## config.mk

```make
export PLATFORM = sky130hd
export DESIGN_NAME = mi3_cfg
export DESIGN_NICKNAME = d
export VERILOG_FILES = /design/src/hw/rtl/mi3_pkg.sv /design/src/hw/rtl/mi3_cfg.sv
export SDC_FILE = /design/constraint.sdc
export NUM_CORES = 1
export LEC_CHECK = 0
export ABC_AREA = 1
export BUFFER_PORTS_ARGS = -buffer_cell sky130_fd_sc_hd__clkbuf_2
export CORE_AREA = 2 2 61 91
export CTS_CLUSTER_DIAMETER = 200
export CTS_CLUSTER_SIZE = 40
export DETAILED_ROUTE_END_ITERATION = 10
export DIE_AREA = 0 0 63 93
export HOLD_SLACK_MARGIN = 0.05
export MAX_ROUTING_LAYER = met4
export PLACE_DENSITY = 0.7
export SLEW_MARGIN = 20
export SYNTH_ARGS = -nofsm -noshare
export SYNTH_HDL_FRONTEND = slang
export SYNTH_SLANG_ARGS = --single-unit
```

## constraint.sdc

```tcl
create_clock -name clk -period 0.8 [get_ports clk]
set_clock_uncertainty 0.1 [all_clocks]
set_input_delay 0.04 -clock clk [delete_from_list [all_inputs] [get_ports clk]]
set_output_delay 0.04 -clock clk [all_outputs]
set_load 0.01 [all_outputs]
```

## src/hw/rtl/mi3_pkg.sv

```systemverilog
`timescale 1ns / 1ps
// ----------------------------------------------------------------------------
// mi3_pkg
// shared constants, cofactor index tables and control types for the 3x3
// matrix inverse core
// ----------------------------------------------------------------------------
package mi3_pkg;

  localparam int ELEM_WIDTH = 32;
  localparam int FRAC_BITS  = 16;
  localparam int THR_WIDTH  = 31;
  localparam int NUM_ELEMS  = 9;
  localparam int APB_AW     = 3;
  localparam int APB_DW     = 32;

  // register index
  localparam int REG_THRESHOLD = 0;

  typedef int idx_arr_t [NUM_ELEMS];

  // cofactor k = e[P]*e[Q] - e[S]*e[T]
  localparam idx_arr_t COF_P = '{4, 2, 1, 5, 0, 2, 3, 1, 0};
  localparam idx_arr_t COF_Q = '{8, 7, 5, 6, 8, 3, 7, 6, 4};
  localparam idx_arr_t COF_S = '{5, 1, 2, 3, 2, 0, 4, 0, 1};
  localparam idx_arr_t COF_T = '{7, 8, 4, 8, 6, 5, 6, 7, 3};

  typedef struct packed {
    logic valid;
    logic singular;
    logic dneg;
  } det_ctl_t;

endpackage

```

## src/hw/rtl/mi3_cfg.sv

```systemverilog
`timescale 1ns / 1ps
// ----------------------------------------------------------------------------
// mi3_cfg
// apb register port holding the singular threshold
// ----------------------------------------------------------------------------
module mi3_cfg #(
  parameter int AW = mi3_pkg::APB_AW,
  parameter int DW = mi3_pkg::APB_DW,
  parameter int TW = mi3_pkg::THR_WIDTH
) (
  input  logic          clk,
  input  logic          rst,
  input  logic          psel,
  input  logic          penable,
  input  logic          pwrite,
  input  logic [AW-1:0] paddr,
  input  logic [DW-1:0] pwdata,
  output logic [DW-1:0] prdata,
  output logic          pready,
  output logic [TW-1:0] thr
);
  logic hit;

  assign hit    = (paddr[AW-1:2] == (AW-2)'(mi3_pkg::REG_THRESHOLD));
  assign pready = 1'b1;
  assign prdata = hit ? DW'(thr) : '0;

  always_ff @(posedge clk) begin
    if (rst) begin
      thr <= '0;
    end else if (psel && penable && pwrite && hit) begin
      thr <= pwdata[TW-1:0];
    end
  end
endmodule

```

-- Word-level counts from Yosys, hierarchy flattened
Cells that the tools add are included.
- bitwise operators: 1
- reduce and logical (&&, ||, !) cells: 3
- mux-type cells: 1
- operators by type and width (operator ; number):
    31-bit two-way mux ; 1
    1-bit logical AND ; 3
    1-bit inverter ; 1
- register bits after elaboration: 31
- word-level logic and storage cells: 6
- output and inout port bits: 64

-- Logic depth before layout (Yosys ltp)
- depth in word-level cells: 3
- depth in mapped cells: 7
- gate-level depth less buffers: 5

-- Least setup slack after synthesis
OpenSTA, ideal clock, no wires.
- kind: input -> register
- start: input port paddr[2]
- end: register thr[0]
- stages: 6
- path buffers: 2
- arrival: 0.615 ns
- slack: -0.027 ns
- cells stage by stage: buf_6 > nor2_2 > buf_4 > nand3_1 > nand2_1 > nor2_2
- word-level cells in the longest chain between the ends: 2
- RTL lines (item ; RTL line ; source):
    start, declared ; mi3_cfg.sv:16 ; input logic [AW-1:0] paddr,
    1-bit inverter ; mi3_cfg.sv:24 ; assign hit = (paddr[AW-1:2] == (AW-2)'(mi3_pkg::REG_THRESHOLD));
    1-bit logical AND ; mi3_cfg.sv:31 ; end else if (psel && penable && pwrite && hit) begin
    end signal, assigned ; mi3_cfg.sv:32 ; thr <= pwdata[TW-1:0];
    end, declared ; mi3_cfg.sv:20 ; output logic [TW-1:0] thr
No other way between the ends.
A chain may end at the register's enable or synchronous reset.

-- Worst setup path in the final report
- start: register thr[1]
- end: output port prdata[1]
- word-level cells in the longest chain between the ends: 1
- RTL lines (item ; RTL line ; source):
    31-bit two-way mux ; mi3_cfg.sv:26 ; assign prdata = hit ? DW'(thr) : '0;
    end, declared ; mi3_cfg.sv:18 ; output logic [DW-1:0] prdata,
No other way between the ends.

==> results by group <==
Finish
  – Biggest regs: thr x31
  – Layout area overhead: 71.8%
  – Max reg flops: 31
  – Ant. Diodes: 0
  – Finished Core Util: 57.8%
  – Register with the most flip-flops: thr
  – Final Net Count: 432
  – Layout Cells excl Fill: about 460
  – Share of post-route cells with drive strength above 1: 56.8%

Power
  – Switching Power: approximately 0.95 mW
  – Reg power frac: 46.9%
  – Leakage: 1.58 nW
  – Switching part of the total: 27.0%
  – Int Power: 2.56 mW
  – VDD IR max: about 0.00063 V
  – Pwr Density: 1190 nW/µm²
  – Gate power share: 22.3%
  – Clock power share: 30.8%
  – Total chip power: 3.51 mW

Global routing
  – Vias in the first global route: between 1500 and 2000
  – Initial antenna violation count: 0
  – GRT Overall Usage: 15.9%
  – Met2 Track Usage GR: between 20% and 30%
  – Largest net degree at the start of global routing: 32
  – GR Overflow Total: 0
  – Met3 Use GR: 2.89%
  – Top Usage Layer GRT: met2
  – Global-route wire length before repair: ~7300 µm
  – Met1 GRT Util: 16.1%

Worst setup path
  – Setup Crit Path Kind: flip-flop to primary output
  – Worst Path Max Fanout: 3
  – Crit-path slowest cell: dfxtp_4
  – Crit path cell chain: inv_2, nor2_1, buf_2
  – CP required: approximately 0.66 ns
  – CP max stage delay: 0.37 ns
  – Startpoint types: flip-flop
  – Arr. time, crit path: 0.98 ns
  – Critical Path Sink Type: primary output

STA
  – Setup-failing EPs final: 62
  – Hold Fails Final Rpt: 22
  – Hold slack final: -0.0263 ns
  – FMAX: 895 MHz
  – Tcrit/Tclk final: 140%
  – Final worst path period need: roughly 1.1 ns
  – Setup repair after global routing missed its margin: true
  – Slew Viols, Final: 0
  – Worst setup margin: -0.318 ns

Routing
  – Final wirelength: roughly 4700 µm
  – DRT iter0 DRCs: 37
  – DRC viols: 0
  – Antenna-violating nets left: 0
  – Avg WL per Cell: 10.3 µm
  – DR vias/cell: 4.15
  – TritonRoute pass-1 iters: 4
  – Vias: 1903

Placement
  – Placed insts: ~430
  – RePlAce Congestion: around 0.71
  – Detailed placer's ending HPWL: 3090 µm
  – Port bufs: 98

Logic synthesis
  – Syn_nets: 316
  – Main synth FF type: dfxtp_1
  – Yosys cell types: 16
  – Sequential fraction of the synthesis area: 36.3%
  – Post-synth EDFFs: 0
  – Syn Inst Count: 276
  – FFs w/ async S/R, synth: 0%
  – Post-synth top cells: 73 x nor2_1, 65 x inv_1, 31 x dfxtp_1, 31 x nand2_1, 31 x nand3_1
  – Post-synth top area share: a little over a third
  – Synthesized area per cell: 6.20 µm²
  – Synth warn: 0
  – Synth Cell Area: 1710 µm²
  – FF+latch count, synth: 31
  – Synth top area cells: dfxtp_1 36%, nor2_1 16%, inv_1 14%, nand3_1 9.1%, nor2_2 7.7%
  – Count leader, synth: nor2_1
  – Largest area contributor in the netlist: dfxtp_1

Floorplan
  – Core area: around 5100 µm²
  – Initial core utilization: 33.6%
  – Num ports: about 100
  – Rows: 32
  – Die Width: 63 µm
  – Die area: 5860 µm²
  – Die Span Y: approximately 93 µm

Run status
  – Run status: finished with violations
  – Failing checks: hold timing, setup timing

CTS
  – Root Driver: clkbuf_8
  – Clock transition at path regs: 0.06 ns
  – Num CTS Buffers: 5
  – Clk Latency, worst-skew pair: 0.27 ns
  – TritonCTS clock tree: done
  – # hold bufs at CTS: 9
  – Clk buf depth: 2
  – Sink Count: 31
  – CTS H-tree lvls: 2

Min path
  – HP Class: input port to flip-flop

Run
  – Max-cap violations: 0
-- kinds of logic (layout without fill, tap and decap cells) --
group | after synthesis | count (layout) | share of synthesized area (%)
other | 2 | 2 | 0.439
AND/OR/NAND/NOR | 159 | 159 | 41.8
buffers and inverters | 84 | 199 | 21.5
flip-flops | 31 | 31 | 36.3
-- per-layer routing --
metal / vias to the layer above / routed length [µm]
met4: 0 / 90
li1: 1006 / -
met3: 8 / 191
met1: 830 / 1750
met5: - / 0
met2: 59 / 2710
-- cells in the final DEF (no fill, tap or decap), drive strengths merged --
master,synthesis,final
dlygate4sd3,0,3
dlymetal6s4s,0,2
clkbuf,3,39
nor2,95,95
dfxtp,31,31
inv,66,66
nand3,31,31
nand2,33,33
conb,2,2
buf,15,89
-- layout make-up --
type	instances	area, µm²
flip-flops and latches	31	689
repair buffers	127	1040
clock buffers	6	72.6
multi-input cells	161	805
inverters	66	250
fillers	482	2150
well taps	68	85.1
-- final timing paths --
kind | slack [ns] | start | endpoint | cells past startpoint
setup / recovery | -0.32 | thr[1]$_SDFFE_PP0P_ | prdata[1] | 3
hold / removal | -0.03 | pwdata[5] | thr[5]$_SDFFE_PP0P_ | 5
setup reg to reg | 0.01 | thr[22]$_SDFFE_PP0P_ | thr[22]$_SDFFE_PP0P_ | 3
hold reg to reg | 0.40 | thr[23]$_SDFFE_PP0P_ | thr[23]$_SDFFE_PP0P_ | 2
-- repair_timing --
action	4_1_cts	5_1_grt
setup buffers	11	8
hold endpoints to repair	31	23
setup endpoints to repair	62	82
resized for setup	40	160
pin swaps	1	20
-- power groups by stage --
stage               Clock [mW]  Combinational [mW]  Sequential (mW)
global route              1.19               0.867             1.65
CTS                       1.14               0.696             1.65
detailed placement           0               0.613             1.68
global placement             0               0.603             1.68
floorplan                    0               0.354             1.70
finish                    1.08               0.782             1.64
-- per-stage QoR --
stage	instance area, µm²	setup TNS, ns	hold slack, ns	worst slack (ns)
floorplan	1730	0	0.116	0.00861
global placement	2300	-5.40	0.251	-0.118
detailed placement	2300	-6.27	0.259	-0.126
CTS	2620	-9.55	-0.0319	-0.243
global route	2940	-11.76	-0.00770	-0.350
finish	2940	-9.13	-0.0263	-0.318
-- critical path: cells and delay by family, from the launching register on --
family / cells / cell delay, ns
and+or+nand+nor: 1 / 0.13
buffers and inverters: 2 / 0.21
DFF: 1 / 0.37
(Power assumes the default switching activity.)
